`src/design/sha_pkg.sv`:
```
// Package with the state type, round constants and mixing functions of the hasher.
`default_nettype none

package sha_pkg;

  typedef enum logic [2:0] {
    ST_IDLE,
    ST_PAD,
    ST_ROUND,
    ST_FINAL,
    ST_DONE
  } state_e;

  localparam logic [7:0] PAD_MARK = 8'h80;
  localparam logic [5:0] LEN_POS  = 6'd56;
  localparam logic [5:0] LAST_POS = 6'd63;

  localparam logic [31:0] ROUND_K [64] = '{
    32'h428a2f98, 32'h71374491, 32'hb5c0fbcf, 32'he9b5dba5,
    32'h3956c25b, 32'h59f111f1, 32'h923f82a4, 32'hab1c5ed5,
    32'hd807aa98, 32'h12835b01, 32'h243185be, 32'h550c7dc3,
    32'h72be5d74, 32'h80deb1fe, 32'h9bdc06a7, 32'hc19bf174,
    32'he49b69c1, 32'hefbe4786, 32'h0fc19dc6, 32'h240ca1cc,
    32'h2de92c6f, 32'h4a7484aa, 32'h5cb0a9dc, 32'h76f988da,
    32'h983e5152, 32'ha831c66d, 32'hb00327c8, 32'hbf597fc7,
    32'hc6e00bf3, 32'hd5a79147, 32'h06ca6351, 32'h14292967,
    32'h27b70a85, 32'h2e1b2138, 32'h4d2c6dfc, 32'h53380d13,
    32'h650a7354, 32'h766a0abb, 32'h81c2c92e, 32'h92722c85,
    32'ha2bfe8a1, 32'ha81a664b, 32'hc24b8b70, 32'hc76c51a3,
    32'hd192e819, 32'hd6990624, 32'hf40e3585, 32'h106aa070,
    32'h19a4c116, 32'h1e376c08, 32'h2748774c, 32'h34b0bcb5,
    32'h391c0cb3, 32'h4ed8aa4a, 32'h5b9cca4f, 32'h682e6ff3,
    32'h748f82ee, 32'h78a5636f, 32'h84c87814, 32'h8cc70208,
    32'h90befffa, 32'ha4506ceb, 32'hbef9a3f7, 32'hc67178f2
  };

  localparam logic [31:0] INIT_H [8] = '{
    32'h6a09e667, 32'hbb67ae85, 32'h3c6ef372, 32'ha54ff53a,
    32'h510e527f, 32'h9b05688c, 32'h1f83d9ab, 32'h5be0cd19
  };

  function automatic logic [31:0] big_s0(input logic [31:0] x);
    return {x[1:0], x[31:2]} ^ {x[12:0], x[31:13]} ^ {x[21:0], x[31:22]};
  endfunction

  function automatic logic [31:0] big_s1(input logic [31:0] x);
    return {x[5:0], x[31:6]} ^ {x[10:0], x[31:11]} ^ {x[24:0], x[31:25]};
  endfunction

  function automatic logic [31:0] small_s0(input logic [31:0] x);
    return {x[6:0], x[31:7]} ^ {x[17:0], x[31:18]} ^ {3'b000, x[31:3]};
  endfunction

  function automatic logic [31:0] small_s1(input logic [31:0] x);
    return {x[16:0], x[31:17]} ^ {x[18:0], x[31:19]} ^ {10'b0, x[31:10]};
  endfunction

endpackage

`default_nettype wire

```
`src/design/sha256_hasher.sv`:
```
// A byte-serial SHA-256 hasher that computes one round per cycle.
// An item is taken while the input is not stalled; an item that completes a 64-byte block then stalls the
// input through 64 rounds in the shared round unit and one chaining update.
// An end mark pads one byte per cycle over at most two blocks, compresses each padded block in
// the shared round unit and, in the done state, loads the digest register once the output is free.
// Reset restores the initial hash values, clears the fill and length counters and drops the result.
`default_nettype none

module sha256_hasher (
  input  wire logic        clk_i,
  input  wire logic        rst_ni,
  input  wire logic        in_valid_i,
  output logic             in_stall_o,
  input  wire logic [7:0]  msg_byte_i,
  input  wire logic        byte_present_i,
  input  wire logic        end_of_message_i,
  output logic             out_valid_o,
  input  wire logic        out_stall_i,
  output logic [31:0]      digest_w0_o,
  output logic [31:0]      digest_w1_o,
  output logic [31:0]      digest_w2_o,
  output logic [31:0]      digest_w3_o,
  output logic [31:0]      digest_w4_o,
  output logic [31:0]      digest_w5_o,
  output logic [31:0]      digest_w6_o,
  output logic [31:0]      digest_w7_o
);
  import sha_pkg::*;

  state_e        state_q, state_d;
  logic [511:0]  win_q, win_d;
  logic [31:0]   h_q [8];
  logic [31:0]   h_d [8];
  logic [31:0]   v_q [8];
  logic [31:0]   v_d [8];
  logic [31:0]   dig_q [8];
  logic [31:0]   dig_d [8];
  logic [5:0]    fill_q, fill_d;
  logic [5:0]    rnd_q, rnd_d;
  logic [60:0]   total_q, total_d;
  logic          pad_q, pad_d;
  logic          mark_q, mark_d;
  logic          lenok_q, lenok_d;
  logic          last_q, last_d;
  logic          out_valid_q, out_valid_d;

  logic          in_acc;
  logic          out_free;
  logic          wr_en;
  logic [7:0]    wr_byte;
  logic [7:0]    pad_byte;
  logic [63:0]   bit_len;
  logic [63:0]   len_shift;
  logic [31:0]   w_cur;
  logic [31:0]   w_new;
  logic [31:0]   t1;
  logic [31:0]   t2;
  logic [31:0]   ch;
  logic [31:0]   maj;

  assign in_stall_o = (state_q != ST_IDLE);
  assign in_acc     = in_valid_i & ~in_stall_o;
  assign out_free   = ~out_valid_q | ~out_stall_i;

  always_comb begin
    state_d = state_q;
    case (state_q)
      ST_IDLE: begin
        if (in_acc) begin
          if (byte_present_i && fill_q == LAST_POS) begin
            state_d = ST_ROUND;
          end else if (end_of_message_i) begin
            state_d = ST_PAD;
          end
        end
      end
      ST_PAD: begin
        if (fill_q == LAST_POS) begin
          state_d = ST_ROUND;
        end
      end
      ST_ROUND: begin
        if (rnd_q == LAST_POS) begin
          state_d = ST_FINAL;
        end
      end
      ST_FINAL: begin
        if (!pad_q) begin
          state_d = ST_IDLE;
        end else if (last_q) begin
          state_d = ST_DONE;
        end else begin
          state_d = ST_PAD;
        end
      end
      ST_DONE: begin
        if (out_free) begin
          state_d = ST_IDLE;
        end
      end
      default: begin
        state_d = ST_IDLE;
      end
    endcase
  end

  assign bit_len   = {total_q, 3'b000};
  assign len_shift = bit_len >> {3'(~fill_q[2:0]), 3'b000};

  always_comb begin
    if (!mark_q) begin
      pad_byte = PAD_MARK;
    end else if (fill_q >= LEN_POS && lenok_q) begin
      pad_byte = len_shift[7:0];
    end else begin
      pad_byte = 8'h00;
    end
  end

  assign w_cur = win_q[511:480];
  assign w_new = small_s1(win_q[63:32]) + win_q[223:192] + small_s0(win_q[479:448]) + w_cur;
  assign ch    = (v_q[4] & v_q[5]) ^ (~v_q[4] & v_q[6]);
  assign maj   = (v_q[0] & v_q[1]) ^ (v_q[0] & v_q[2]) ^ (v_q[1] & v_q[2]);
  assign t1    = v_q[7] + big_s1(v_q[4]) + ch + ROUND_K[rnd_q] + w_cur;
  assign t2    = big_s0(v_q[0]) + maj;

  always_comb begin
    win_d       = win_q;
    h_d         = h_q;
    v_d         = v_q;
    dig_d       = dig_q;
    fill_d      = fill_q;
    rnd_d       = rnd_q;
    total_d     = total_q;
    pad_d       = pad_q;
    mark_d      = mark_q;
    lenok_d     = lenok_q;
    last_d      = last_q;
    out_valid_d = out_valid_q & out_stall_i;
    wr_en       = 1'b0;
    wr_byte     = pad_byte;
    case (state_q)
      ST_IDLE: begin
        if (in_acc) begin
          pad_d = end_of_message_i;
          if (byte_present_i) begin
            wr_en   = 1'b1;
            wr_byte = msg_byte_i;
            total_d = total_q + 61'd1;
          end
        end
      end
      ST_PAD: begin
        wr_en = 1'b1;
        if (!mark_q) begin
          mark_d  = 1'b1;
          lenok_d = (fill_q < LEN_POS);
        end
        if (fill_q == LAST_POS) begin
          last_d = mark_q & lenok_q;
        end
      end
      ST_ROUND: begin
        v_d[7] = v_q[6];
        v_d[6] = v_q[5];
        v_d[5] = v_q[4];
        v_d[4] = v_q[3] + t1;
        v_d[3] = v_q[2];
        v_d[2] = v_q[1];
        v_d[1] = v_q[0];
        v_d[0] = t1 + t2;
        win_d  = {win_q[479:0], w_new};
        rnd_d  = rnd_q + 6'd1;
      end
      ST_FINAL: begin
        for (int i = 0; i < 8; i++) begin
          h_d[i] = h_q[i] + v_q[i];
        end
        if (pad_q && !last_q) begin
          lenok_d = 1'b1;
        end
      end
      ST_DONE: begin
        if (out_free) begin
          dig_d       = h_q;
          out_valid_d = 1'b1;
          h_d         = INIT_H;
          total_d     = '0;
          pad_d       = 1'b0;
          mark_d      = 1'b0;
          lenok_d     = 1'b0;
          last_d      = 1'b0;
        end
      end
      default: begin
        wr_en = 1'b0;
      end
    endcase
    if (wr_en) begin
      win_d  = {win_q[503:0], wr_byte};
      fill_d = fill_q + 6'd1;
      if (fill_q == LAST_POS) begin
        v_d   = h_q;
        rnd_d = '0;
      end
    end
  end

  always_ff @(posedge clk_i or negedge rst_ni) begin
    if (!rst_ni) begin
      state_q     <= ST_IDLE;
      h_q         <= INIT_H;
      fill_q      <= '0;
      total_q     <= '0;
      pad_q       <= 1'b0;
      mark_q      <= 1'b0;
      lenok_q     <= 1'b0;
      last_q      <= 1'b0;
      out_valid_q <= 1'b0;
    end else begin
      state_q     <= state_d;
      h_q         <= h_d;
      fill_q      <= fill_d;
      total_q     <= total_d;
      pad_q       <= pad_d;
      mark_q      <= mark_d;
      lenok_q     <= lenok_d;
      last_q      <= last_d;
      out_valid_q <= out_valid_d;
    end
  end

  always_ff @(posedge clk_i) begin
    win_q <= win_d;
    v_q   <= v_d;
    dig_q <= dig_d;
    rnd_q <= rnd_d;
  end

  assign out_valid_o = out_valid_q;
  assign digest_w0_o = dig_q[0];
  assign digest_w1_o = dig_q[1];
  assign digest_w2_o = dig_q[2];
  assign digest_w3_o = dig_q[3];
  assign digest_w4_o = dig_q[4];
  assign digest_w5_o = dig_q[5];
  assign digest_w6_o = dig_q[6];
  assign digest_w7_o = dig_q[7];

endmodule

`default_nettype wire

```
`config.mk`:
```
export PLATFORM = sky130hd
export DESIGN_NAME = sha256_hasher
export DESIGN_NICKNAME = d
export VERILOG_FILES = /design/src/design/sha_pkg.sv /design/src/design/sha256_hasher.sv
export SDC_FILE = /design/constraint.sdc
export NUM_CORES = 2
export LEC_CHECK = 0
export BUFFER_PORTS_ARGS = -buffer_cell sky130_fd_sc_hd__clkbuf_2
export CAP_MARGIN = 10
export CORE_MARGIN = 1
export CORE_UTILIZATION = 40
export DETAILED_ROUTE_END_ITERATION = 7
export PLACE_DENSITY = 0.65
export SETUP_SLACK_MARGIN = 0.1
export SYNTH_ARGS = -nofsm -noshare
export SYNTH_HDL_FRONTEND = slang
export SYNTH_SLANG_ARGS = --single-unit
```
`constraint.sdc`:
```
create_clock -name clk_i -period 12.2 [get_ports clk_i]
set_input_delay 2.44 -clock clk_i [delete_from_list [all_inputs] [get_ports clk_i]]
set_output_delay 2.44 -clock clk_i [all_outputs]
set_load 0.01 [all_outputs]
```
==> Yosys cells after proc, flatten, opt, wreduce, memory -nomap -nowiden <==
Memories as Yosys holds them, arrays and structs flattened.
Cells that the tools add are included.
{ "word_totals": {"regBits": 1361, "latchBits": 0, "mem_bits_rw": 0, "romBits": 2048, "wordCells": 163, "memories": 1} }
{ "classes": {"addsub": 21, "n_mul": 0, "n_div": 0, "magnitude_cmp": 3, "eq_ne": 14, "shift": 1, "n_mux": 44, "bitwise": 26, "n_reduce_logical": 19} }
{ "memory_table": {"columns": ["name", "depth", "width", "rd", "rd_ports_with_merged_regs", "write_ports", "line", "text"], "rows": [
  ["(name not given)", 64, 32, 1, 0, 0, "sha256_hasher.sv:124", "assign t1 = v_q[7] + big_s1(v_q[4]) + ch + ROUND_K[rnd_q] + w_cur;"]
]} }
{ "op_table": {"columns": ["operator", "n"], "rows": [
  ["$mux 256", 4],
  ["$mux 512", 2],
  ["$add 32x32->32", 18],
  ["$pmux 256 s2", 1],
  ["$xor 32x32->32", 9],
  ["$mux 61", 3],
  ["$and 32x32->32", 5],
  ["$pmux 61 s2", 1],
  ["$mux 32", 2],
  ["$shr 64x6->8", 1],
  ["$add 61x1->61 const B", 1],
  ["$mux 8", 5],
  ["$not 32->32", 1],
  ["$xor 32x22->32", 1],
  ["$xor 32x29->32", 1],
  ["$mux 3", 8],
  ["$mux 6", 3],
  ["$pmux 3 s5", 1],
  ["$ne 2x2->1 const B", 7],
  ["$add 6x1->6 const B", 2],
  ["$eq 6x6->1 const B", 2],
  ["$mux 1", 9],
  ["$pmux 1 s2", 4],
  ["$reduce_and 4->1", 2],
  ["21 further kinds", 35]
]} }

==> Longest topological paths before layout <==
{ "depth": {"depth_word": 10, "ltp_mapped": 40, "ltp_nobuf": 39} }

==> Least setup slack after synthesis <==
Ideal clock, no wire load.
{ "synth_timing": {"path_type": "input to register", "startpoint": "input port byte_present_i", "endpoint": "register win_q[0], enable pin", "arrival_ns": 11.717, "t_required_ns": 8.553, "setup_slack_ns": -3.164, "path_stages": 5, "path_cell_list": "and2_1 o21ai_1 clkbuf_1 clkbuf_1 nand2_1"} }
{ "synth_via": {"elab_chain_cells": 4} }
{ "synth_lines": {"columns": ["item", "line", "text"], "rows": [
  ["start: declaration", "sha256_hasher.sv:15", "input wire logic byte_present_i,"],
  ["$mux 1", "sha256_hasher.sv:146", "if (byte_present_i) begin"],
  ["$mux 1", "sha256_hasher.sv:144", "if (in_acc) begin"],
  ["$pmux 1 s2", "sha256_hasher.sv:142", "case (state_q)"],
  ["$reduce_bool 2->1 (no source line)", null, null],
  ["end signal: assignment", "sha256_hasher.sv:234", "win_q <= win_d;"],
  ["end: declaration", "sha256_hasher.sv:31", "logic [511:0] win_q, win_d;"]
]} }
No other way between the ends.
A chain may end at the register's enable or synchronous reset.

==> impl_results.md <==
* Mapped Avg Cell Area at 9.135 µm²
* CTS sink count at 1361
* Fin. Hold Viols at 0
* Initial antenna violation count at 6
* Post_cts resized at 0
* Synth area leaders: edfxtp_1 28%, nand2_1 9.6%, dfxtp_1 6.4%
* TritonCTS clock tree: built
* Root buffer selected by CTS: clkbuf_16
* Fillers at 19.48k
* Gpl congestion at 0.9758
* Crit path launch type: flop
* Total core area at 202500 µm²
* CP Max Fanout at 26
* Unrepaired setup endpoints after global routing: false
* Detailed Route WL at 265600 µm
* Mapped Cells at 8935
* Setup TNS Final at 0 ns
* Port bufs at 271
* Vias at 65.60k
* Post-route cell area at 90140 µm²
* Max Clock Skew at 0.05825 ns
* Slew Limit Headroom at 0.1498
* Largest net degree at the start of global routing at 220
* Area Growth Syn to Fin at 10.45%
* Register Area at 36770 µm²
* Final setup vio count at 0
* Minimum clock period at 9.280 ns
* CP most frequent cell: o21ai_0
* Met2 wire length at 125700 µm
* Postcts setup bufs at 0
* Ys flop type: edfxtp_1
* CTS Buffer Depth at 3
* Area share of the largest cell type after synthesis at 0.2826
* Post-DRT Antenna Nets at 0
* Mapped Area at 81620 µm²
* Ports at 272
* Post-synthesis sequential area ratio at 0.4504
* Die Area at 205900 µm²
* Biggest area consumer among synthesized cells: edfxtp_1
* WP buf/inv at 6
* Status: finished, final reports clean
* Layout cells sized above 1 at 0.08838
* Syn nets at 9546
* First-pass GRT wire length at 394400 µm
* Number of global-route vias before repair at 63.08k
* Slowest CP cell: ha_1
* DRC violations left at 0
* Post-synth EDFFs at 768
* WL per Instance at 22.65 µm
* Routed length on met1 at 110600 µm
* DR vias/cell at 5.594
* DRT Pass-1 Iters at 6
* Yosys cell types at 92
* Die height at 453.7 µm
* CTS buffer count at 151
* Met3 wire length at 17020 µm
* Max incr delay on CP at 0.74 ns
* Nets at 9540
* Arrival @ worst endpoint at 9.99 ns
* DR iter-0 viols at 6526
* Yosys Warn Count at 0
* Worst Setup Path Type: flop to flop
* Clk Latency, worst-skew pair at 0.84 ns
* H-tree levels at 4
* Post-route clock period utilization at 0.7606
* Fmax at 107.8 MHz
* Class of the worst hold path: flop to flop
* Gr ovfl total at 0
* Share of flip-flops with an asynchronous set or reset at 0.2432
* Global Route Usage Sum at 0.2523
* Uppermost routed layer: met5
* Crit path required time at 12.91 ns
* Post-DP HPWL at 193900 µm
* Slew Viols, Final at 0
* Cts hold-fix bufs at 0
* Multi-input logic area at 41180 µm²
* Max_cap viols at 0
* Row count at 165
* Final Core Density at 0.4451
* CP top delay family: compound AO/OA/AOI/OAI gates
* Least-Margin Pin Slew at 1.275 ns
* Clk pin slew, worst setup/hold paths at 0.06 ns
* Die Wd at 453.7 µm
* Flop2flop setup slack at 2.92 ns
* Area after DPL at 85150 µm²
* FF+latch count, synth at 1361
* Initial cell density of the core at 0.4030
* Crit end category: flop
==> cell families after synthesis <==
group,synth area share
fa+ha+maj,0.1098
mux,0.01055
simple gates,0.1687
flops,0.4504
xor+xnor,0.06567
compound gates,0.1485
buf+inv,0.04633
==> synth_stat cells (all sizes together) (43+ instances only) <==
master	n
a21oi	506
dfrtp	195
inv	504
or3	43
o21a	60
xnor2	334
nand2b	74
xor2	278
nand3	138
dfstp	136
nor2	634
dfxtp	262
a31oi	265
o21bai	51
edfxtp	768
nor2b	57
and3	50
a21o	180
clkbuf	453
nor3	119
a211oi	52
o21ai	552
nand2	2080
fa	195
buf	48
ha	402
==> through the flow <==
step / worst slack, ns / hold WS, ns / instances
2_1_floorplan: 1.317 / 0.4378 / 8935
3_3_place_gp: 2.759 / 0.4543 / 11450
3_5_place_dp: 2.830 / 0.4614 / 11450
4_1_cts: 2.815 / 0.4729 / 11720
5_1_grt: 2.190 / 0.5079 / 11730
6_report: 2.920 / 0.4713 / 11730
==> registers in the layout (all words and copies together), names as in the netlist, 61 cells and up <==
name	cells
total_q	61
h_q	256
v_q	256
win_q	512
==> cell usage in the layout (no fill, tap or decap), types with 27 or more instances in the layout <==
cell	instances
nand2_1	2076
edfxtp_1	768
nor2_1	632
o21ai_0	542
a21oi_1	506
inv_1	503
ha_1	402
xnor2_1	334
xor2_1	278
clkbuf_2	270
a31oi_1	264
dfxtp_1	258
fa_1	195
dfrtp_1	195
a21o_1	180
clkbuf_16	157
nand3_1	137
dfstp_2	136
nor3_1	118
nand2b_1	73
buf_4	64
o21a_1	59
nor2b_1	56
a211oi_1	51
o21bai_1	51
and3_1	50
or3_1	43
mux2i_1	41
o31ai_1	40
nand4_1	36
o211ai_1	35
clkinv_1	27
==> layer usage <==
metal,up-vias,track usage
li1,30650,-
met1,32050,0.3285
met2,2373,0.4178
met3,519,0.03445
met4,2,0.1101
met5,-,0
==> path summary, 6_finish.rpt <==
| kind | endpoint | cells after the start | start |
|---|---|---|---|
| setup / recovery | v_q[255]$_DFF_P_ | 38 | rnd_q[0]$_DFF_P_ |
| hold / removal | fill_q[5]$_DFFE_PN0P_ | 1 | fill_q[5]$_DFFE_PN0P_ |
| setup reg to reg | v_q[255]$_DFF_P_ | 38 | rnd_q[0]$_DFF_P_ |
| hold reg to reg | fill_q[5]$_DFFE_PN0P_ | 1 | fill_q[5]$_DFFE_PN0P_ |
| max in group asynchronous | total_q[28]$_DFFE_PN0P_ | 3 | rst_ni |
| min in group asynchronous | h_q[197]$_DFFE_PN0P_ | 1 | rst_ni |
==> cell type report <==
cell class / instances / share of cell area
antenna: 2 / 0.00005552
clock buffer: 186 / 0.04557
clock inverter: 90 / 0.009716
inverter: 506 / 0.02115
multi-input combinational: 6567 / 0.4568
sequential: 1361 / 0.4079
tap: 2672 / 0.03709
timing repair buffer: 342 / 0.02169
Power is not shown: default switching activity piles up to over one toggle a cycle in this logic, so the estimate is an artifact.
